## config.mk

```make
export PLATFORM = sky130hd
export DESIGN_NAME = tcgr_ram
export DESIGN_NICKNAME = d
export VERILOG_FILES = /design/src/hw/rtl/tcgr_ram.sv
export SDC_FILE = /design/constraint.sdc
export NUM_CORES = 2
export LEC_CHECK = 0
export BUFFER_PORTS_ARGS = -buffer_cell sky130_fd_sc_hd__buf_2
export CAP_MARGIN = 20
export CORE_MARGIN = 2
export CORE_UTILIZATION = 52
export CTS_BUF_LIST = sky130_fd_sc_hd__clkbuf_8
export DETAILED_ROUTE_END_ITERATION = 16
export PLACE_DENSITY = 0.74
export SLEW_MARGIN = 15
export SYNTH_ARGS = -nofsm -noshare
export SYNTH_HDL_FRONTEND = slang
export SYNTH_SLANG_ARGS = --single-unit
```

## constraint.sdc

```tcl
create_clock -name i_clk -period 2.8 [get_ports i_clk]
set_clock_uncertainty 0.05 [all_clocks]
set_input_delay 0 -clock i_clk [delete_from_list [all_inputs] [get_ports i_clk]]
set_output_delay 0 -clock i_clk [all_outputs]
set_load 0.01 [all_outputs]
```

## src/hw/rtl/tcgr_ram.sv

```systemverilog
`default_nettype none

module tcgr_ram #(
    parameter int WIDTH = 8,
    parameter int DEPTH = 256,
    localparam int ADDR_W = (DEPTH > 1) ? $clog2(DEPTH) : 1
) (
    input  wire logic              i_clk,
    input  wire logic              i_we,
    input  wire logic [ADDR_W-1:0] i_waddr,
    input  wire logic [WIDTH-1:0]  i_wdata,
    input  wire logic [ADDR_W-1:0] i_raddr,
    output logic      [WIDTH-1:0]  o_rdata
);

    logic [WIDTH-1:0] r_mem [DEPTH];
    logic [WIDTH-1:0] r_rdata;

    always_ff @(posedge i_clk) begin
        if (i_we) begin
            r_mem[i_waddr] <= i_wdata;
        end
        r_rdata <= r_mem[i_raddr];
    end

    assign o_rdata = r_rdata;

endmodule

`default_nettype wire

```

==> flow_results.org <==
** Floorplanning
- Initial cell density of the core :: 52.37%
- Die height :: between 300 and 400 um
- The floorplan step defined a core boundary enclosing 151900 um^2.
- Overall die area :: between 150000 and 200000 um^2
- 34 I/O pins were placed.
- In this run the core area contains 143 standard-cell rows.
- Measured along the x axis, the die boundary spans 395.1 um.

** Logic synthesis
- Post-synthesis sequential area ratio :: 77.50%
- Post-synth top flop :: edfxtp_1
- Synthesis produced a netlist whose cell count is 3733.
- In the synthesized netlist the async set-or-reset flop fraction comes to 0%.
- The synthesized netlist contains 55 unique library cells.
- The share of synthesized area in the top cell type comes to between 70% and 80%.
- The number of nets handed over by synthesis was between 3000 and 4000.
- The average instance in the mapped netlist occupies roughly 21 um^2.
- FF+latch count, synth :: 2056
- Top cell types by occurrence after synthesis :: edfxtp_1 (2048), mux4_2 (454), nor2_1 (282)
- Largest cells by area after synthesis :: edfxtp_1 (77%), mux4_2 (13%), mux2i_1 (1.7%)
- Warnings from Yosys :: 0
- Summed over all instances, the cell type with the most area after synthesis is edfxtp_1.
- Synthesized area :: about 80000 um^2
- Library cell with the highest instance count after synthesis :: edfxtp_1
- Counting flops with a built-in enable in the synthesized netlist gives around 2000.

** Finish
- The filler cells instantiated in the layout total ~10000.
- In the final design database the tool counted between 4000 and 5000 nets.
- Synth-to-layout area growth :: 14.66%
- Of the cells placed in the final design, the portion with a size suffix greater than 1 is about 30%.

** Routing
- Detailed routing inserted a total of between 40000 and 50000 vias.
- In the routed design, unresolved DRC markers number 0.
- Wire length reported by the detailed router :: 196700 um
- For this block, the initial DRC count from the detailed router was 6086.
- Final routed wire length divided by cell count :: 29.64 um
- Final ANT Viol Nets :: 0
- For this run, the detailed router's first-pass iteration total came to 5.
- After detailed routing, the number of vias per cell comes to approximately 6.3.

** Clocking
- TritonCTS built the clock tree.
- The H-tree was split into 5 levels.
- The clock passes through at most 4 buffers.
- The tree is rooted in a clkbuf_8.
- TritonCTS sink count :: slightly above 2000
- TritonCTS created approximately 330 clock buffers.
- After clock tree synthesis, the clock-pin slew on the worst setup and hold paths is about 60 ps.
- Clock latency on the worst-skew pair :: between 1000 and 1500 ps

** Run status
- Outcome :: completed

** Power and ir drop
- Max IR drop VDD :: slightly below 0.5 mV
- LEAKAGE :: just under 30 nW
- Power spread over the standard cell area amounts to 659.1 nW/um^2.

** Job
- Across the run, the number of max-cap violations was 0.

** Global routing
- The total overflow left after global routing is 0.
- Wire length of the first global-routing pass :: roughly 280000 um
- In the global route stage, overall resource usage came out at between 20% and 30%.
- The initial antenna violation count is 13.
- Maximum number of pins on one net before global-route repair :: ~110
- The via count of the first global-routing pass was 41610.

** STA
- In the finished design, the share of the clock period the worst path needs comes to around 99%.
- The final-report hold violation count is 0.
- Sum Neg Setup Slack :: 0 ps
- Final Setup Violations :: 0
- Top achievable clock speed :: roughly 0.36 GHz
- Setup repair after global routing missed its margin :: false
- Max transition margin :: approximately a quarter
- For the pin with the worst max-slew slack, the measured transition is roughly 1100 ps.
- In the post-route analysis, the smallest setup slack over all paths is around 30 ps.
- Fin. max-slew vios :: 0
- Final Critical Period :: about 2800 ps

** Placement
- The count of buffers added on input and output ports is 33.
- Minimum setup slack after placement :: -647.3 ps
- Post-detail-place hpwl :: between 100000 and 150000 um
- Routability-driven placement finished with a final weighted congestion of 0.8629.

** Worst setup path
- Required time worst endpoint :: roughly 3700 ps
- The worst setup path is captured at a flip-flop.
- At the worst endpoint, the arrival time is 3650 ps.
- The worst setup path is launched from a flip-flop.
- The setup path with the least slack is of type flip-flop to flip-flop.
- Of all nets on the critical path, the largest fanout is 1.

** Min path
- Type of the worst min-delay path :: input pin to flip-flop
-- timing repair --
action	CTS	global route
setup endpoints to repair	2	1
endpoints found under the hold margin	3644	0
pin swaps	0	0
resized for setup	3	2
hold buffers	30	0
setup buffers	0	0
cloned	0	0
-- per-stage QoR --
step / power, mW / hold WS, ps / area, um^2 / cells / util [%]
2_1_floorplan: 36.26 / 48.87 / 79560 / 3733 / -
3_3_place_gp: 37.81 / 495.2 / 85190 / 6042 / 56.08
3_5_place_dp: 37.87 / 492.8 / 85190 / 6042 / 56.08
4_1_cts: 60.41 / 0.9828 / 91190 / 6628 / 60.03
5_1_grt: 61.89 / 77.75 / 91210 / 6631 / 60.04
6_report: 60.12 / 89.83 / 91220 / 6636 / 60.05
-- worst max-delay path, stage by stage (launching register included) --
cell and delay, ps:
edfxtp_1 380, mux4_2 510, mux4_2 520, nor2b_1 180
nor4_1 740, buf_4 250, nor4_1 50
-- flip-flops by register name, summed over array words and instances (netlist names) --
signal / count
o_rdata: 8
r_mem: 2048
-- logic make-up after synthesis --
group,count (synthesis),share of synthesized area [%]
AO/OA/AOI/OAI,385,3.419
buffers and inverters,235,1.831
flip-flops,2056,77.50
multiplexers,591,14.62
AND/OR/NAND/NOR,466,2.628
-- cell usage in the layout, fill, tap and decap left out, drive strengths merged, types with 27 or more instances in the layout --
master and count:
inv 121, nand3 34, nand2 33, nor2 282
o221ai 47, a21oi 96, nor2b 31, mux2i 134
o22ai 28, edfxtp 2048, mux4 456, nor4 27
buf 504, dlygate4sd3 30, clkbuf 343, clkinv 94
a22oi 133
-- cell type report --
class / instances / area (um^2) / area share [%]
Clock buffer: 335 / 4611 / 5.054
Clock inverter: 221 / 1069 / 1.171
Antenna cell: 8 / 20.02 / 0.02195
Multi-Input combinational cell: 1442 / 16540 / 18.13
Inverter: 2 / 7.507 / 0.008230
Sequential cell: 2056 / 61660 / 67.59
Tap cell: 2030 / 2540 / 2.784
Timing Repair Buffer: 542 / 4780 / 5.239
-- worst paths after layout --
check                          from                 endpoint  slack (ps)  cells after the start
max          r_mem[67][4]$_DFFE_PP_       o_rdata[4]$_DFF_P_          30                      6
min                      i_wdata[1]  r_mem[240][1]$_DFFE_PP_          90                      2
max reg2reg  r_mem[67][4]$_DFFE_PP_       o_rdata[4]$_DFF_P_          30                      6
min reg2reg  r_mem[52][5]$_DFFE_PP_       o_rdata[5]$_DFF_P_        1030                      6
-- power by group --
| group | switching (mW) | internal (mW) |
|---|---|---|
| registers | 0.0801 | 33.9 |
| logic | 2.04 | 1.24 |
| clock network | 11.2 | 11.7 |
| total | 13.3 | 46.8 |
-- metal layers --
layer	up-vias	part of all wire [%]	wire length, um	track usage, %
met1	21640	38	74400	35.64
met2	2640	48	94420	39.15
met4	10	3.4	6644	8.915
li1	17000	-	-	-
met5	-	0.035	69	0
met3	393	11	21150	5.442
(Power assumes the default switching activity.)
