`config.mk`:
```
export PLATFORM = sky130hd
export DESIGN_NAME = tcgr_cfg
export DESIGN_NICKNAME = d
export VERILOG_FILES = /design/src/hw/rtl/tcgr_pkg.sv /design/src/hw/rtl/tcgr_cfg.sv
export SDC_FILE = /design/constraint.sdc
export NUM_CORES = 1
export LEC_CHECK = 0
export ABC_AREA = 1
export BUFFER_PORTS_ARGS = -buffer_cell sky130_fd_sc_hd__buf_2
export CORE_MARGIN = 1
export CORE_UTILIZATION = 40
export CTS_CLUSTER_SIZE = 12
export DETAILED_ROUTE_END_ITERATION = 10
export PLACE_DENSITY_LB_ADDON = 0.12
export SYNTH_ARGS = -nofsm -noshare
export SYNTH_HDL_FRONTEND = slang
export SYNTH_SLANG_ARGS = --single-unit
```
`constraint.sdc`:
```
create_clock -name i_clk -period 1.14 [get_ports i_clk]
set_input_delay 0.171 -clock i_clk [delete_from_list [all_inputs] [get_ports i_clk]]
set_output_delay 0.171 -clock i_clk [all_outputs]
set_load 0.02 [all_outputs]
```
`src/hw/rtl/tcgr_pkg.sv`:
```
`default_nettype none

package tcgr_pkg;

    localparam int APB_ADDR_W = 5;
    localparam int APB_DATA_W = 32;
    localparam int ROW_IDX_W  = 5;

    localparam logic [2:0] REG_COLUMN_COUNT = 3'd0;
    localparam logic [2:0] REG_ROW_COUNT    = 3'd1;
    localparam logic [2:0] REG_CHAR_WIDTH   = 3'd2;
    localparam logic [2:0] REG_CHAR_HEIGHT  = 3'd3;
    localparam logic [2:0] REG_FIRST_CODE   = 3'd4;
    localparam logic [2:0] REG_CODE_COUNT   = 3'd5;

    localparam logic CMD_PUT  = 1'b0;
    localparam logic CMD_LOAD = 1'b1;

    localparam logic [1:0] OP_NONE   = 2'd0;
    localparam logic [1:0] OP_ROW    = 2'd1;
    localparam logic [1:0] OP_SCROLL = 2'd2;

    localparam logic [7:0] CHAR_NEWLINE  = 8'h0A;
    localparam logic [7:0] CHAR_RETURN   = 8'h0D;
    localparam logic [7:0] CHAR_QUESTION = 8'h3F;

    localparam logic [15:0] WIDTH_MASK_BASE = 16'hFF00;

    typedef struct packed {
        logic       command;
        logic [7:0] char_code;
        logic [4:0] glyph_row;
        logic [7:0] row_bits;
    } t_request;

    typedef struct packed {
        logic [1:0]  op;
        logic [10:0] pixel_x;
        logic [11:0] pixel_y;
        logic [7:0]  lit_mask;
        logic        last;
    } t_result;

    typedef struct packed {
        logic [8:0] column_count;
        logic [7:0] row_count;
        logic [3:0] char_width;
        logic [5:0] char_height;
        logic [7:0] first_code;
        logic [8:0] code_count;
    } t_config;

endpackage

`default_nettype wire

```
`src/hw/rtl/tcgr_cfg.sv`:
```
`default_nettype none

module tcgr_cfg #(
    parameter int MAX_COLUMNS     = 256,
    parameter int MAX_ROWS        = 128,
    parameter int MAX_CELL_HEIGHT = 32
) (
    input  wire logic                             i_clk,
    input  wire logic                             i_rst_n,
    input  wire logic                             psel,
    input  wire logic                             penable,
    input  wire logic                             pwrite,
    input  wire logic [tcgr_pkg::APB_ADDR_W-1:0]  paddr,
    input  wire logic [tcgr_pkg::APB_DATA_W-1:0]  pwdata,
    output logic      [tcgr_pkg::APB_DATA_W-1:0]  prdata,
    output tcgr_pkg::t_config                     o_cfg
);

    tcgr_pkg::t_config r_cfg;
    tcgr_pkg::t_config n_cfg;
    logic              wr_en;
    logic [2:0]        reg_idx;
    logic [8:0]        v_col;
    logic [7:0]        v_row;
    logic [3:0]        v_width;
    logic [5:0]        v_height;
    logic [8:0]        v_count;

    assign wr_en   = psel && penable && pwrite;
    assign reg_idx = paddr[4:2];

    always_comb begin
        v_col = pwdata[8:0];
        if (v_col == 9'd0) begin
            v_col = 9'd1;
        end else if (int'(v_col) > MAX_COLUMNS) begin
            v_col = 9'(MAX_COLUMNS);
        end

        v_row = pwdata[7:0];
        if (v_row == 8'd0) begin
            v_row = 8'd1;
        end else if (int'(v_row) > MAX_ROWS) begin
            v_row = 8'(MAX_ROWS);
        end

        v_width = pwdata[3:0];
        if (v_width == 4'd0) begin
            v_width = 4'd1;
        end else if (v_width > 4'd8) begin
            v_width = 4'd8;
        end

        v_height = pwdata[5:0];
        if (v_height == 6'd0) begin
            v_height = 6'd1;
        end else if (int'(v_height) > MAX_CELL_HEIGHT) begin
            v_height = 6'(MAX_CELL_HEIGHT);
        end

        v_count = pwdata[8:0];
        if (v_count > 9'd256) begin
            v_count = 9'd256;
        end

        n_cfg = r_cfg;
        if (wr_en) begin
            unique case (reg_idx)
                tcgr_pkg::REG_COLUMN_COUNT: n_cfg.column_count = v_col;
                tcgr_pkg::REG_ROW_COUNT:    n_cfg.row_count    = v_row;
                tcgr_pkg::REG_CHAR_WIDTH:   n_cfg.char_width   = v_width;
                tcgr_pkg::REG_CHAR_HEIGHT:  n_cfg.char_height  = v_height;
                tcgr_pkg::REG_FIRST_CODE:   n_cfg.first_code   = pwdata[7:0];
                tcgr_pkg::REG_CODE_COUNT:   n_cfg.code_count   = v_count;
                default: n_cfg = r_cfg;
            endcase
        end
    end

    always_ff @(posedge i_clk) begin
        if (!i_rst_n) begin
            r_cfg.column_count <= 9'd80;
            r_cfg.row_count    <= 8'd30;
            r_cfg.char_width   <= 4'd8;
            r_cfg.char_height  <= 6'd16;
            r_cfg.first_code   <= 8'd0;
            r_cfg.code_count   <= 9'd256;
        end else begin
            r_cfg <= n_cfg;
        end
    end

    always_comb begin
        unique case (reg_idx)
            tcgr_pkg::REG_COLUMN_COUNT: prdata = {23'd0, r_cfg.column_count};
            tcgr_pkg::REG_ROW_COUNT:    prdata = {24'd0, r_cfg.row_count};
            tcgr_pkg::REG_CHAR_WIDTH:   prdata = {28'd0, r_cfg.char_width};
            tcgr_pkg::REG_CHAR_HEIGHT:  prdata = {26'd0, r_cfg.char_height};
            tcgr_pkg::REG_FIRST_CODE:   prdata = {24'd0, r_cfg.first_code};
            tcgr_pkg::REG_CODE_COUNT:   prdata = {23'd0, r_cfg.code_count};
            default:                    prdata = '0;
        endcase
    end

    assign o_cfg = r_cfg;

endmodule

`default_nettype wire

```
==> results.sh <==
export IMPL_area_growth_pct=40.4
export IMPL_synth_simple_area_share=0.262
export IMPL_synth_area_um2=2210
export IMPL_clock_latency_ns=0.30
export IMPL_power_mw=3.13
export IMPL_synth_area_leader_cell="dfxtp_1"
export IMPL_multi_input_area_um2=1160
export IMPL_grt_pass1_vias=2205
export IMPL_port_buffers=69
export IMPL_min_path_type="in2reg"
export IMPL_mostFrequentLayoutCells="nand2_1 (65), buf_2 (57), a21oi_1 (42), buf_4 (37), dfxtp_1 (29)"
export IMPL_antenna_found_initial=0
export IMPL_grt_pass1_wl_um=11100
export IMPL_largest_reg_flops=44
export IMPL_hold_violations=0
export IMPL_synth_distinct_cells=27
export IMPL_dp_hpwl_um=5140
export IMPL_coreArea_um2=5200
export IMPL_violations="negative setup slack"
export IMPL_drv_cap=0
export IMPL_period_minus_slack_ns=1.31
export IMPL_ys_seq_area_frac=0.398
export IMPL_finalNetCount=455
export IMPL_synth_xor_area_frac=0
export IMPL_ys_ff_latch=44
export IMPL_slew_violations=0
export IMPL_worstSetupPathType="reg2out"
export IMPL_ir_drop_mv=0.748
export IMPL_synthArstFlopShare=0
export IMPL_crit_arrival_ns=1.14
export IMPL_drtIter0Drc=146
export IMPL_p_leak_nw=1.46
export IMPL_synth_compound_area_frac=0.193
export IMPL_synth_ff_type="dfxtp_1"
export IMPL_drive_gt1_frac=0.389
export IMPL_cp_required_ns=0.97
export IMPL_grt_max_degree=23
export IMPL_first_pass_iters=4
export IMPL_place_gp_congestion=0.824
export IMPL_fillers=517
export IMPL_cts_sinks=44
export IMPL_post_route_period_util=1.15
export IMPL_cts_root_buf="clkbuf_8"
export IMPL_hold_buffers=0
export IMPL_vias=2392
export IMPL_hold_ws_ns=0.115
export IMPL_p_per_area_nw_per_um2=1010
export IMPL_drtAntennaViolNets=0
export IMPL_yosys_area_share_adder=0
export IMPL_synth_top_cell_area_share=0.398
export IMPL_die_y_um=76.3
export IMPL_synth_top_family_by_area="simple AND/OR/NAND/NOR gates"
export IMPL_htreeDepth=2
export IMPL_critPathCaptureType="primary output"
export IMPL_yosys_warnings=0
export IMPL_fmax_ghz=0.762
export IMPL_start_util=0.425
export IMPL_synth_edf_count=0
export IMPL_fin_setup_tns_ns=-0.918
export IMPL_track_usage=0.247
export IMPL_startpoint_type="flop"
export IMPL_final_seq_area_um2=902
export IMPL_dieWidth_um=76.3
export IMPL_grt_overflow_total=0
export IMPL_cp_max_fo=2
export IMPL_post_route_drc_count=0
export IMPL_drt_total_wl_um=6990
export IMPL_yosys_top_cells_area="dfxtp_1 (40%), nand2_1 (12%), a21oi_1 (9.7%)"
export IMPL_wl_per_cell_um=14.4
export IMPL_final_common_cell="nand2_1"
export IMPL_finalSetupViolations=8
export IMPL_cts_buffers=5
export IMPL_synth_area_mux_share=0
export IMPL_outcome="finished, violations left"
export IMPL_via_per_inst=4.94
export IMPL_clock_path_buffers=2
export IMPL_pin_count=118
export IMPL_syn_avg_cell_area_um2=7.20
export IMPL_dieArea_um2=5830
export IMPL_rows=26
export IMPL_clock_skew_ns=0
export IMPL_path_clk_slew_ns=0.09
export IMPL_rsz0062_at_grt="yes"
export IMPL_cts_tree="done"
export IMPL_antennaDiodeCount=0
export IMPL_syn_instance_count=307
export IMPL_worst_slack_ns=-0.172
## report_power, final
part / leakage, nW / switching [mW] / internal, mW
registers: 0.361 / 0.0132 / 1.55
clock network: 0.0516 / 0.578 / 0.497
logic: 1.05 / 0.321 / 0.172
total: 1.46 / 0.912 / 2.22
## path summary, 6_finish.rpt
| path | startpoint | endpoint | slack [ns] | depth (start not counted) |
|---|---|---|---|---|
| worst max-delay path | o_cfg[17] | prdata[0] | -0.17 | 5 |
| worst min-delay path | pwdata[8] | o_cfg[41] | 0.12 | 2 |
| worst max register to register | o_cfg[15] | o_cfg[15] | 0.37 | 3 |
| worst min register to register | o_cfg[34] | o_cfg[34] | 0.48 | 2 |
## routing by layer
layer	wire (um)	up-vias	global-route usage
li1	-	1183	-
met1	2860	1081	0.319
met2	3470	117	0.419
met3	536	11	0.0431
met4	120	0	0.0750
met5	0	-	0
## stage by stage
step | area [um2] | utilization | setup slack [ns] | instances
finish | 3100 | 0.596 | -0.172 | 484
detailed placement | 2780 | 0.533 | -0.212 | 469
global route | 3100 | 0.596 | -0.246 | 484
CTS | 3080 | 0.593 | -0.170 | 484
global placement | 2780 | 0.533 | -0.190 | 469
floorplan | 2290 | - | 0.0275 | 329
## cell families after synthesis
group | Yosys count
AO/OA/AOI/OAI | 77
AND/OR/NAND/NOR | 125
buffers and inverters | 60
other | 1
flip-flops | 44
## critical path, stage by stage (launching register included)
cell and delay (ns):
dfxtp_1 0.34, inv_1 0.05, nor2_1 0.14, a21oi_2 0.05, nand4_1 0.10, buf_4 0.15
## synth_stat cells (2+ instances only)
master	count
o211ai_1	3
dfxtp_1	44
nand2_1	68
buf_4	25
nand4_1	7
nor3_1	2
inv_1	27
nor2_4	4
a21oi_1	43
nor2_1	20
inv_2	2
nand3_1	20
clkbuf_1	4
o21ai_0	23
a22oi_1	3
## timing repair
action,CTS,global route
buffers inserted,6,0
endpoints found under the setup margin,9,9
gates resized for setup,58,10
gates cloned,1,0
pin swaps,11,13
## cell type report
cell class,instances,share of cell area
Multi-Input combinational cell,225,0.373
Sequential cell,44,0.291
Timing Repair Buffer,107,0.237
Inverter,30,0.0399
Tap cell,70,0.0282
Clock buffer,6,0.0266
Clock inverter,2,0.00444
(Power assumes the default switching activity.)
