$ cat src/hw/rtl/tcgr_pkg.sv
`default_nettype none

package tcgr_pkg;

    localparam int APB_ADDR_W = 5;
    localparam int APB_DATA_W = 32;
    localparam int ROW_IDX_W  = 5;

    localparam logic [2:0] REG_COLUMN_COUNT = 3'd0;
    localparam logic [2:0] REG_ROW_COUNT    = 3'd1;
    localparam logic [2:0] REG_CHAR_WIDTH   = 3'd2;
    localparam logic [2:0] REG_CHAR_HEIGHT  = 3'd3;
    localparam logic [2:0] REG_FIRST_CODE   = 3'd4;
    localparam logic [2:0] REG_CODE_COUNT   = 3'd5;

    localparam logic CMD_PUT  = 1'b0;
    localparam logic CMD_LOAD = 1'b1;

    localparam logic [1:0] OP_NONE   = 2'd0;
    localparam logic [1:0] OP_ROW    = 2'd1;
    localparam logic [1:0] OP_SCROLL = 2'd2;

    localparam logic [7:0] CHAR_NEWLINE  = 8'h0A;
    localparam logic [7:0] CHAR_RETURN   = 8'h0D;
    localparam logic [7:0] CHAR_QUESTION = 8'h3F;

    localparam logic [15:0] WIDTH_MASK_BASE = 16'hFF00;

    typedef struct packed {
        logic       command;
        logic [7:0] char_code;
        logic [4:0] glyph_row;
        logic [7:0] row_bits;
    } t_request;

    typedef struct packed {
        logic [1:0]  op;
        logic [10:0] pixel_x;
        logic [11:0] pixel_y;
        logic [7:0]  lit_mask;
        logic        last;
    } t_result;

    typedef struct packed {
        logic [8:0] column_count;
        logic [7:0] row_count;
        logic [3:0] char_width;
        logic [5:0] char_height;
        logic [7:0] first_code;
        logic [8:0] code_count;
    } t_config;

endpackage

`default_nettype wire

$ cat src/hw/rtl/tcgr_seq.sv
`default_nettype none

module tcgr_seq #(
    parameter int MAX_CELL_HEIGHT = 32,
    parameter int GLYPH_CODES     = 256,
    localparam int DEPTH  = GLYPH_CODES * MAX_CELL_HEIGHT,
    localparam int ADDR_W = (DEPTH > 1) ? $clog2(DEPTH) : 1
) (
    input  wire logic              i_clk,
    input  wire logic              i_rst_n,
    input  wire tcgr_pkg::t_config i_cfg,
    input  wire logic              i_in_valid,
    output logic                   o_in_ready,
    input  wire tcgr_pkg::t_request i_in_data,
    output logic                   o_out_valid,
    input  wire logic              i_out_ready,
    output tcgr_pkg::t_result      o_out_data,
    output logic                   o_ram_we,
    output logic [ADDR_W-1:0]      o_ram_waddr,
    output logic [7:0]             o_ram_wdata,
    output logic [ADDR_W-1:0]      o_ram_raddr,
    input  wire logic [7:0]        i_ram_rdata
);

    localparam logic [2:0] S_IDLE   = 3'd0;
    localparam logic [2:0] S_QUIET  = 3'd1;
    localparam logic [2:0] S_PREP   = 3'd2;
    localparam logic [2:0] S_SCROLL = 3'd3;
    localparam logic [2:0] S_ROW    = 3'd4;

    logic [2:0]                         r_state, n_state;
    logic [8:0]                         r_col, n_col;
    logic [6:0]                         r_row, n_row;
    logic [7:0]                         r_code, n_code;
    logic                               r_zero, n_zero;
    logic                               r_scroll_pend, n_scroll_pend;
    logic                               r_draw, n_draw;
    logic [10:0]                        r_x0, n_x0;
    logic [11:0]                        r_y0, n_y0;
    logic [tcgr_pkg::ROW_IDX_W-1:0]     r_rowidx, n_rowidx;
    logic [7:0]                         r_mask, n_mask;
    logic                               r_out_valid, n_out_valid;
    tcgr_pkg::t_result                  r_out, n_out;

    logic        accept;
    logic        slot_free;
    logic        row_fits;
    logic        in_range;
    logic        row_last;
    logic [7:0]  shown;
    logic [9:0]  range_end;
    logic [12:0] prod_x;
    logic [12:0] prod_y;
    logic [15:0] width_shift;

    assign o_in_ready = (r_state == S_IDLE);
    assign accept     = i_in_valid && o_in_ready;
    assign slot_free  = !r_out_valid || i_out_ready;
    assign row_fits   = (8'({1'b0, r_row}) + 8'd1) < i_cfg.row_count;
    assign range_end  = {2'b00, i_cfg.first_code} + {1'b0, i_cfg.code_count};
    assign in_range   = (i_in_data.char_code >= i_cfg.first_code)
                        && ({2'b00, i_in_data.char_code} < range_end);
    assign shown      = in_range ? i_in_data.char_code : tcgr_pkg::CHAR_QUESTION;
    assign row_last   = ({1'b0, r_rowidx} == (i_cfg.char_height - 6'd1));
    assign prod_x     = r_col * i_cfg.char_width;
    assign prod_y     = r_row * i_cfg.char_height;
    assign width_shift = tcgr_pkg::WIDTH_MASK_BASE >> i_cfg.char_width;

    assign o_ram_we    = accept && (i_in_data.command == tcgr_pkg::CMD_LOAD)
                         && (int'(i_in_data.char_code) < GLYPH_CODES)
                         && (int'(i_in_data.glyph_row) < MAX_CELL_HEIGHT);
    assign o_ram_waddr = ADDR_W'(int'(i_in_data.char_code) * MAX_CELL_HEIGHT
                                 + int'(i_in_data.glyph_row));
    assign o_ram_wdata = i_in_data.row_bits;
    assign o_ram_raddr = ADDR_W'(int'(r_code) * MAX_CELL_HEIGHT + int'(n_rowidx));

    always_comb begin
        n_state       = r_state;
        n_col         = r_col;
        n_row         = r_row;
        n_code        = r_code;
        n_zero        = r_zero;
        n_scroll_pend = r_scroll_pend;
        n_draw        = r_draw;
        n_x0          = r_x0;
        n_y0          = r_y0;
        n_rowidx      = r_rowidx;
        n_mask        = r_mask;
        n_out         = r_out;
        n_out_valid   = r_out_valid && !i_out_ready;

        unique case (r_state)
            S_IDLE: begin
                if (accept) begin
                    if (i_in_data.command == tcgr_pkg::CMD_LOAD) begin
                        n_state = S_QUIET;
                    end else if (i_in_data.char_code == tcgr_pkg::CHAR_NEWLINE) begin
                        n_col  = '0;
                        n_draw = 1'b0;
                        if (row_fits) begin
                            n_row   = r_row + 7'd1;
                            n_state = S_QUIET;
                        end else begin
                            n_state = S_SCROLL;
                        end
                    end else if (i_in_data.char_code == tcgr_pkg::CHAR_RETURN) begin
                        n_col   = '0;
                        n_state = S_QUIET;
                    end else begin
                        n_scroll_pend = 1'b0;
                        if (r_col >= i_cfg.column_count) begin
                            n_col = '0;
                            if (row_fits) begin
                                n_row = r_row + 7'd1;
                            end else begin
                                n_scroll_pend = 1'b1;
                            end
                        end
                        n_code  = shown;
                        n_zero  = (int'(shown) >= GLYPH_CODES);
                        n_draw  = 1'b1;
                        n_state = S_PREP;
                    end
                end
            end
            S_QUIET: begin
                if (slot_free) begin
                    n_out       = '0;
                    n_out.op    = tcgr_pkg::OP_NONE;
                    n_out.last  = 1'b1;
                    n_out_valid = 1'b1;
                    n_state     = S_IDLE;
                end
            end
            S_PREP: begin
                n_x0     = prod_x[10:0];
                n_y0     = prod_y[11:0];
                n_mask   = width_shift[7:0];
                n_col    = r_col + 9'd1;
                n_rowidx = '0;
                n_state  = r_scroll_pend ? S_SCROLL : S_ROW;
            end
            S_SCROLL: begin
                if (slot_free) begin
                    n_out       = '0;
                    n_out.op    = tcgr_pkg::OP_SCROLL;
                    n_out.last  = !r_draw;
                    n_out_valid = 1'b1;
                    n_state     = r_draw ? S_ROW : S_IDLE;
                end
            end
            S_ROW: begin
                if (slot_free) begin
                    n_out.op       = tcgr_pkg::OP_ROW;
                    n_out.pixel_x  = r_x0;
                    n_out.pixel_y  = r_y0 + 12'(r_rowidx);
                    n_out.lit_mask = r_zero ? 8'd0 : (i_ram_rdata & r_mask);
                    n_out.last     = row_last;
                    n_out_valid    = 1'b1;
                    n_rowidx       = r_rowidx + 1'b1;
                    if (row_last) begin
                        n_state = S_IDLE;
                    end
                end
            end
            default: n_state = S_IDLE;
        endcase
    end

    always_ff @(posedge i_clk) begin
        if (!i_rst_n) begin
            r_state       <= S_IDLE;
            r_col         <= '0;
            r_row         <= '0;
            r_scroll_pend <= 1'b0;
            r_draw        <= 1'b0;
            r_rowidx      <= '0;
            r_out_valid   <= 1'b0;
        end else begin
            r_state       <= n_state;
            r_col         <= n_col;
            r_row         <= n_row;
            r_scroll_pend <= n_scroll_pend;
            r_draw        <= n_draw;
            r_rowidx      <= n_rowidx;
            r_out_valid   <= n_out_valid;
        end
    end

    always_ff @(posedge i_clk) begin
        r_code <= n_code;
        r_zero <= n_zero;
        r_x0   <= n_x0;
        r_y0   <= n_y0;
        r_mask <= n_mask;
        r_out  <= n_out;
    end

    assign o_out_valid = r_out_valid;
    assign o_out_data  = r_out;

endmodule

`default_nettype wire

$ cat config.mk
export PLATFORM = sky130hd
export DESIGN_NAME = tcgr_seq
export DESIGN_NICKNAME = d
export VERILOG_FILES = /design/src/hw/rtl/tcgr_pkg.sv /design/src/hw/rtl/tcgr_seq.sv
export SDC_FILE = /design/constraint.sdc
export NUM_CORES = 1
export LEC_CHECK = 0
export BUFFER_PORTS_ARGS = -buffer_cell sky130_fd_sc_hd__buf_2
export CAP_MARGIN = 30
export CORE_MARGIN = 2
export CORE_UTILIZATION = 55
export DETAILED_ROUTE_END_ITERATION = 16
export PLACE_DENSITY = 0.84
export SETUP_SLACK_MARGIN = 0.3
export SLEW_MARGIN = 20
export SYNTH_ARGS = -nofsm -noshare
export SYNTH_HDL_FRONTEND = slang
export SYNTH_SLANG_ARGS = --single-unit
$ cat constraint.sdc
create_clock -name i_clk -period 5 [get_ports i_clk]
set_clock_uncertainty 0.1 [all_clocks]
set_input_delay 0 -clock i_clk [delete_from_list [all_inputs] [get_ports i_clk]]
set_output_delay 0 -clock i_clk [all_outputs]
set_load 0.01 [all_outputs]
==> results.yml, run 1 <==
status:
  status: "finished clean"
worst_setup_path:
  required_ns: 4.98
  critPathLaunchType: "flip-flop"
  arrival_ns: 3.82
  worst_setup_path_end_kind: "flip-flop"
  cp_max_fo: 11
  critical_path_class: "reg2reg"
detailed_routing:
  drc: 0
  via_per_inst: 5.42
  drtIter0Drc: 362
  drt-wirelength-per-cell_um: 14.7
  antenna_left: 0
  vias: 6047
  dr.pass1.iters: 7
  totalWireLength_mm: 16.4
cts:
  htree_num_levels: 3
  clock-root-buffer: "clkbuf_16"
  cts_sinks: 100
  cts_tree: "done"
  cts_resized: 0
  clockBufferDepth: 2
  insertion_delay_ns: 0.35
  clkTransAtPathRegs_ns: 0.07
  cts_buffers: 9
power_and_ir_drop:
  leakagePower_nw: 4.26
  cellPowerDensity_nw_per_um2: 212
  ir_worst_vdd_mv: 0.174
floorplan:
  initial_utilization_pct: 56.5
  rows: 43
  ios: 149
  core_area_um2: 13900
  die_x_um: 124
  dieArea_um2: 15300
  dieHeight_um: 124
synth:
  syn_area_um2: 7870
  synth_edf_count: 73
  synth_nets: 1005
  avgSynthCellArea_um2: 9.71
  seq_area_frac_synth_pct: 34.7
  yosys.area.top_type_share_pct: 27.8
  synth_area_leaders: "edfxtp_1 (28%), ha_1 (13%), fa_1 (9.2%)"
  yosys_warnings: 0
  async_flop_share_pct: 0
  synthDistinctLibCells: 59
  synth_top_flop_cell: "edfxtp_1"
  synthCells: 811
  synth_top_area_cell: "edfxtp_1"
  synth_common_cells: "inv_1 (91), ha_1 (80), edfxtp_1 (73)"
  synth-seq-cells: 100
  synth.most_common_cell: "inv_1"
place:
  place_ws_ns: 1.17
  gp_congestion: 0.879
  io_buffers: 122
  dpl_cell_area_um2: 8460
  post-dp-hpwl_mm: 12.4
global_routing:
  overflow: 0
  grt_usage_pct: 22.5
  grt_pass1_wl_mm: 27.1
  grt_max_degree: 41
  grt_pass1_vias: 5808
  grt_antenna_before_repair: 0
run:
  drv_cap: 0
sta:
  drv_slew: 0
  fin_ws_ns: 1.16
  max_freq_ghz: 0.260
  slew_headroom_pct: 40.5
  setup-tns-final_ns: 0
  hold_violations: 0
  rsz0062_at_grt: "no"
  tightest_slew_ns: 0.892
  period_needed_ns: 3.84
  fin_crit_sh_pct: 76.8
  final-setup-viol-count: 0
  timing.hold.ws_ns: 0.00905
final_layout:
  num-nets-final: 1124
  antenna_cells: 0
  area_growth_pct: 15.2
  postLayoutCellArea_um2: 9070
  fillers: 1086
  drive_above_1_share_pct: 16.0
worst_hold_path:
  min_path_type: "in2reg"
final cells by class:
cell class	count	area, um2	area share [%]
multi-input combinational	571	4540	50.0
sequential	100	2730	30.1
timing repair buffer	156	958	10.6
inverter	92	345	3.81
clock buffer	10	229	2.52
tap	180	225	2.48
clock inverter	6	47.5	0.524
stage by stage:
stage          utilization (%)  power (mW)  instances
2_1_floorplan                -        1.16        811
3_3_place_gp              60.7        1.24       1066
3_5_place_dp              60.7        1.25       1066
4_1_cts                   65.0        1.93       1114
5_1_grt                   65.1        2.01       1115
6_report                  65.1        1.92       1115
flip-flops by register name (all words and copies together) (netlist names):
| name | count |
|---|---|
| r_x0 | 11 |
| r_code | 8 |
| o_out_data | 34 |
| r_mask | 8 |
| r_y0 | 12 |
| r_col | 9 |
| r_rowidx | 5 |
| r_row | 7 |
| r_draw | 1 |
| r_state | 3 |
| o_out_valid | 1 |
| r_scroll_pend | 1 |
critical path, cell delays in order, from the launching register on:
cell and delay, ns:
dfxtp_1 0.49, nand2_1 0.13, fa_1 0.53, fa_1 0.53
fa_1 0.54, inv_1 0.05, ha_1 0.34, a211oi_1 0.24
nor2_1 0.10, o41ai_1 0.37, xnor2_1 0.15
layout by cell type, fill, tap and decap left out, types with 26 or more instances in the layout:
master,n
xnor2_1,37
dlygate4sd3_1,32
nor2_1,49
a21oi_1,26
buf_2,122
ha_1,80
and2_1,64
nand2_1,72
fa_1,36
inv_1,91
dfxtp_1,27
edfxtp_1,73
power by group:
| part | internal, mW | total, mW | switching [mW] |
|---|---|---|---|
| clock | 0.342 | 0.666 | 0.323 |
| sequential | 0.929 | 0.945 | 0.0162 |
| combinational | 0.131 | 0.313 | 0.182 |
| total | 1.40 | 1.92 | 0.522 |
metal layers:
metal	vias to the layer above	GRT usage (%)	part of all wire (%)
li1	2970	-	-
met1	2868	27.2	41
met2	168	39.9	51
met3	41	3.66	4.5
met4	0	9.30	3.0
met5	-	0	0
cell families after synthesis:
family | Yosys count | synth area share (%)
XOR/XNOR | 59 | 6.56
AO/OA/AOI/OAI | 113 | 9.95
flip-flops | 100 | 34.7
AND/OR/NAND/NOR | 272 | 17.7
multiplexers | 11 | 1.40
buffers and inverters | 140 | 7.79
adder cells (fa/ha/maj) | 116 | 21.9
final timing paths:
path | depth (start not counted) | to | slack [ns] | from
setup / recovery | 10 | r_y0[10] | 1.16 | r_row[0]
setup reg to reg | 10 | r_y0[10] | 1.16 | r_row[0]
hold / removal | 2 | r_x0[0] | 0.009 | i_cfg[23]
hold reg to reg | 2 | r_draw | 0.39 | r_draw
repair_timing:
action                                  in CTS  in global routing
hold buffers                                32                  0
hold endpoints to repair                    33                  0
buffers inserted                             0                  0
endpoints found under the setup margin       0                  0
(Power assumes the default switching activity.)
==> run 2: changes to the inputs <==
--- a/config.mk
+++ b/config.mk
@@ -5,6 +5,7 @@
 export SDC_FILE = /design/constraint.sdc
 export NUM_CORES = 1
 export LEC_CHECK = 0
+export ABC_AREA = 1
 export BUFFER_PORTS_ARGS = -buffer_cell sky130_fd_sc_hd__buf_2
 export CAP_MARGIN = 30
 export CORE_MARGIN = 2
==> constraint.sdc (replaced) <==
create_clock -name i_clk -period 3.7 [get_ports i_clk]
set_clock_uncertainty 0.1 [all_clocks]
set_input_delay 0 -clock i_clk [delete_from_list [all_inputs] [get_ports i_clk]]
set_output_delay 0 -clock i_clk [all_outputs]
set_load 0.01 [all_outputs]
==> run 2 against run 1 <==
  * Setup slack got worse by 0.82 ns
  * Cell count rose by 21%
  * Die area rose by 4.7%
  * Sequential share of layout area fell by 1.6 points
  * Sequential cell count did not move
  * Register-to-register slack got worse by 0.82 ns
  * Maximum frequency rose by 14%
  * Sequential power rose by 39%
  * Design area rose by 6.4%
  * Routed wire length rose by 14%
  * Combinational power rose by 66%
  * Critical endpoint is now r_y0[9]
  * Largest cell class unchanged
  * Largest power group unchanged
  * Highest routed layer unchanged
==> results.yml, run 2 <==
status:
  status: "finished clean"
worst_setup_path:
  cp_top_family: "adder cells"
  critical_path_class: "reg2reg"
  critPathLaunchType: "flip-flop"
  cp_slowest_stage_delay_ns: 0.55
  cpMaxStageDelayCell: "fa_1"
  worst_setup_path_end_kind: "flip-flop"
  r2r_slack_ns: 0.34
  crit_path_cell_trace: "nand2_1, inv_2, fa_1, fa_1, inv_2, fa_1, inv_2, ha_4, a21oi_2, nand2_2, a21oi_2, nor2_1, nor2_1, xnor2_1"
  cp_max_fo: 5
  arrival_ns: 3.37
  required_ns: 3.71
  path_buf_inv: 3
synth:
  synthMuxAreaShare_pct: 0.136
  async_flop_share_pct: 0
  synth_area_leaders: "edfxtp_1 (27%), ha_1 (12%), inv_1 (10%)"
  syn_area_um2: 8260
  synth-compound-area-share_pct: 7.19
  synth-seq-cells: 100
  yosys.area.top_type_share_pct: 26.5
  synth_common_cells: "inv_1 (219), nand2_1 (215), ha_1 (80)"
  seq_area_frac_synth_pct: 33.1
  yosys.area_share.simple_pct: 20.7
  synthDistinctLibCells: 47
  synth_fa_ha_area_share_pct: 20.8
  yosys_warnings: 0
  synth.most_common_cell: "inv_1"
  synthCells: 1028
  synth_nets: 1222
  synth_xor_area_share_pct: 4.03
  synth_top_area_cell: "edfxtp_1"
  synth_top_family_by_area: "adder cells"
  avgSynthCellArea_um2: 8.04
  synth_top_flop_cell: "edfxtp_1"
  synth_edf_count: 73
power_and_ir_drop:
  ir_worst_vdd_mv: 0.253
  p_total_mw: 2.77
  leakagePower_nw: 5.12
  cellPowerDensity_nw_per_um2: 287
detailed_routing:
  drc: 0
  totalWireLength_mm: 18.7
  vias: 6983
  via_per_inst: 5.19
  dr.pass1.iters: 5
  antenna_left: 0
  drtIter0Drc: 476
  drt-wirelength-per-cell_um: 13.9
floorplan:
  initial_utilization_pct: 56.6
  die_x_um: 127
  dieArea_um2: 16000
  rows: 44
  ios: 149
  dieHeight_um: 127
  core_area_um2: 14600
sta:
  setup-tns-final_ns: 0
  drv_slew: 0
  rsz0062_at_grt: "yes"
  tightest_slew_ns: 0.803
  period_needed_ns: 3.36
  slew_headroom_pct: 46.2
  hold_violations: 0
  timing.hold.ws_ns: 0.0272
  fin_crit_sh_pct: 90.8
  max_freq_ghz: 0.298
  final-setup-viol-count: 0
global_routing:
  grt_usage_pct: 23.8
  overflow: 0
  grt_antenna_before_repair: 0
  grt_max_degree: 27
  grt_pass1_wl_mm: 31.1
  grt_pass1_vias: 6825
place:
  io_buffers: 122
  post-dp-hpwl_mm: 13.5
  dpl_cell_area_um2: 8890
  gp_congestion: 0.899
cts:
  clkTransAtPathRegs_ns: 0.08
  clockBufferDepth: 2
  cts_sinks: 100
  htree_num_levels: 3
  cts_buffers: 9
  clock-root-buffer: "clkbuf_16"
  insertion_delay_ns: 0.37
  cts_tree: "done"
final_layout:
  antenna_cells: 0
  largest_reg_flops: 34
  area_growth_pct: 16.9
  postLayoutCellArea_um2: 9660
  fillers: 1141
  num-nets-final: 1350
  drive_above_1_share_pct: 19.0
  final_cell_mix: "inv_1 (209), nand2_1 (209), buf_2 (121)"
worst_hold_path:
  min_path_type: "in2reg"
run:
  drv_cap: 0
run 2: metrics by stage:
step | cells | utilization, % | setup WS (ns)
after detailed placement | 1293 | 61.0 | 0.159
after global placement | 1293 | 61.0 | 0.266
final | 1345 | 66.2 | 0.341
after CTS | 1344 | 65.6 | 0.268
after global routing | 1345 | 66.2 | 0.241
after floorplan | 1028 | - | 0.320
run 2: worst paths after layout:
path | startpoint | end | depth (start not counted)
setup / recovery | r_row[1] | r_y0[9] | 14
hold / removal | i_cfg[17] | r_y0[0] | 3
setup reg to reg | r_row[1] | r_y0[9] | 14
hold reg to reg | r_x0[7] | o_out_data[28] | 2
run 2: power breakdown:
part	leakage, nW	internal (mW)	total (mW)	switching, mW
clock network	0.137	0.473	0.941	0.468
logic	4.09	0.202	0.519	0.317
registers	0.893	1.29	1.31	0.0277
run 2: layer usage:
metal  up-vias  share of wire, %  global-route usage [%]
li1       3456                 -                       -
met4         0               2.1                    6.14
met5         -                 0                       0
met3        41               5.5                    4.47
met2       228                52                    44.4
met1      3258                40                    28.1
run 2: cell families (layout without fill, tap and decap cells):
kind of cell / after synthesis / in the layout
mux: 1 / 1
fa+ha+maj: 116 / 116
flops: 100 / 100
simple gates: 389 / 389
xor+xnor: 38 / 38
buf+inv: 278 / 411
compound gates: 106 / 106
run 2: repair_timing:
item	4_1_cts	5_1_grt
buffers inserted	0	1
pin swaps	7	25
gates resized for setup	11	29
hold buffers	35	0
endpoints found under the hold margin	43	0
endpoints found under the setup margin	4	5
run 2: cell type report:
type	instances	area (um2)	share of cell area [%]
clock buffer	9	225	2.33
clock inverter	7	68.8	0.713
inverter	228	856	8.86
multi-input combinational	650	4460	46.2
sequential	100	2750	28.5
tap	184	230	2.38
timing repair buffer	167	1060	11.0
run 2: tightest hold or removal path: stages:
cell     delay, ns
buf_2         0.18
nand2_1       0.11
inv_1         0.04
==> run 3: changes to the inputs <==
--- a/config.mk
+++ b/config.mk
@@ -11,6 +11,7 @@
 export CORE_MARGIN = 2
 export CORE_UTILIZATION = 55
 export DETAILED_ROUTE_END_ITERATION = 16
+export MAX_ROUTING_LAYER = met4
 export PLACE_DENSITY = 0.84
 export SETUP_SLACK_MARGIN = 0.3
 export SLEW_MARGIN = 20
==> constraint.sdc (replaced) <==
create_clock -name i_clk -period 4.1 [get_ports i_clk]
set_clock_uncertainty 0.1 [all_clocks]
set_input_delay 0 -clock i_clk [delete_from_list [all_inputs] [get_ports i_clk]]
set_output_delay 0 -clock i_clk [all_outputs]
set_load 0.01 [all_outputs]
==> run 3 against run 2 <==
  * Via count is 1.9% lower
  * Sequential power is 9% lower
  * Count of clock-buffer cells in the layout unchanged
  * Largest cell class unchanged
  * Design area down 1.6%
  * First-iteration DRC count fell by 22%
  * Non-clock buffer count fell by 6
  * Combinational power is 11% lower
  * Power decreased by 11%
  * Core utilization is 1.1 points lower
  * Critical path depth fell by 2
  * Register-to-register slack gained 0.26 ns
  * Sequential share of layout area rose by 0.45 points
==> results.yml, run 3 (synthesis results as in run 2) <==
detailed_routing:
  totalWireLength_mm: 18.2
  drtIter0Drc: 369
  vias: 6847
  via_per_inst: 5.11
  dr.pass1.iters: 5
  drc: 0
  drt-wirelength-per-cell_um: 13.6
  antenna_left: 0
final_layout:
  layout_commonest_cell: "inv_1"
  area_growth_pct: 15.1
  antenna_cells: 0
  num-nets-final: 1344
  drive_above_1_share_pct: 16.4
  final_cell_mix: "inv_1 (219), nand2_1 (215), buf_2 (122)"
  largest_reg_flops: 34
  postLayoutCellArea_um2: 9500
  fillers: 1151
floorplan:
  initial_utilization_pct: 56.6
  die_x_um: 127
  core_area_um2: 14600
  ios: 149
  dieHeight_um: 127
  rows: 44
  dieArea_um2: 16000
place:
  gp_congestion: 0.880
  io_buffers: 122
  post-dp-hpwl_mm: 13.5
  dpl_cell_area_um2: 8830
worst_setup_path:
  r2r_start: "r_row[0]"
  cp_max_fo: 9
  arrival_ns: 3.51
  critical_path_class: "reg2reg"
  required_ns: 4.10
  worst_setup_path_end_kind: "flip-flop"
  startpoint: "r_row[0]"
  critPathLaunchType: "flip-flop"
worst_hold_path:
  hold_start: "i_cfg[17]"
  min_path_type: "in2reg"
cts:
  cts_buffers: 9
  insertion_delay_ns: 0.35
  clock-root-buffer: "clkbuf_16"
  cts_sinks: 100
  cts_tree: "done"
  htree_num_levels: 3
  clkTransAtPathRegs_ns: 0.07
  clockBufferDepth: 2
global_routing:
  overflow: 0
  grt_max_degree: 27
  grt_antenna_before_repair: 0
  grt_pass1_wl_mm: 30.7
  grt_pass1_vias: 6716
  grt_usage_pct: 24.4
sta:
  hold_violations: 0
  timing.hold.ws_ns: 0.0390
  fin_crit_sh_pct: 85.4
  tightest_slew_ns: 0.778
  rsz0062_at_grt: "no"
  period_needed_ns: 3.50
  max_freq_ghz: 0.285
  drv_slew: 0
  setup-tns-final_ns: 0
  slew_headroom_pct: 47.8
  final-setup-viol-count: 0
run:
  drv_cap: 0
status:
  status: "finished clean"
power_and_ir_drop:
  cellPowerDensity_nw_per_um2: 261
  leakagePower_nw: 5.11
  ir_worst_vdd_mv: 0.221
-- run 3: worst max-delay path: stages (launching register included) --
cell	delay, ns
dfxtp_4	0.39
nand2_1	0.12
fa_1	0.56
fa_1	0.53
fa_1	0.54
inv_1	0.04
ha_1	0.33
a21oi_1	0.16
nand2_1	0.11
a21oi_1	0.14
nor2_1	0.05
nor2_1	0.11
xor2_1	0.08
-- run 3: layout make-up --
cell class                 count  area, um2  share of cell area (%)
clock buffer                   9        225                    2.37
clock inverter                 7       68.8                   0.724
inverter                     228        856                    9.00
multi-input combinational    650       4380                    46.1
sequential                   100       2750                    28.9
tap                          184        230                    2.42
timing repair buffer         161        991                    10.4
-- run 3: path summary, 6_finish.rpt --
kind	endpoint	slack, ns	depth (start not counted)
hold / removal	r_y0[0]	0.04	3
setup reg to reg	r_y0[8]	0.60	12
hold reg to reg	o_out_data[28]	0.45	2
setup / recovery	r_y0[8]	0.60	12
-- run 3: what timing repair did --
item,4_1_cts,5_1_grt
endpoints found under the hold margin,43,0
hold buffers,35,0
setup endpoints to repair,0,4
setup buffers,0,0
gates resized for setup,0,11
-- run 3: through the flow --
stage | util, % | std cells | setup WS (ns) | power [mW]
CTS | 64.9 | 1339 | 0.427 | 2.49
floorplan | - | 1028 | 0.680 | 1.50
global placement | 60.5 | 1288 | 0.541 | 1.62
detailed placement | 60.5 | 1288 | 0.439 | 1.63
global route | 65.1 | 1339 | 0.344 | 2.60
finish | 65.1 | 1339 | 0.597 | 2.48
-- run 3: where the power goes --
| part | switching, mW | internal, mW |
|---|---|---|
| logic | 0.285 | 0.177 |
| clock network | 0.407 | 0.425 |
| registers | 0.0257 | 1.16 |
-- run 3: layer usage --
layer,up-vias,routed length [um],global-route usage (%)
met1,3154,7270,27.4
li1,3445,-,-
met5,-,0,-
met3,35,890,3.12
met2,213,9570,45.0
met4,0,417,7.76
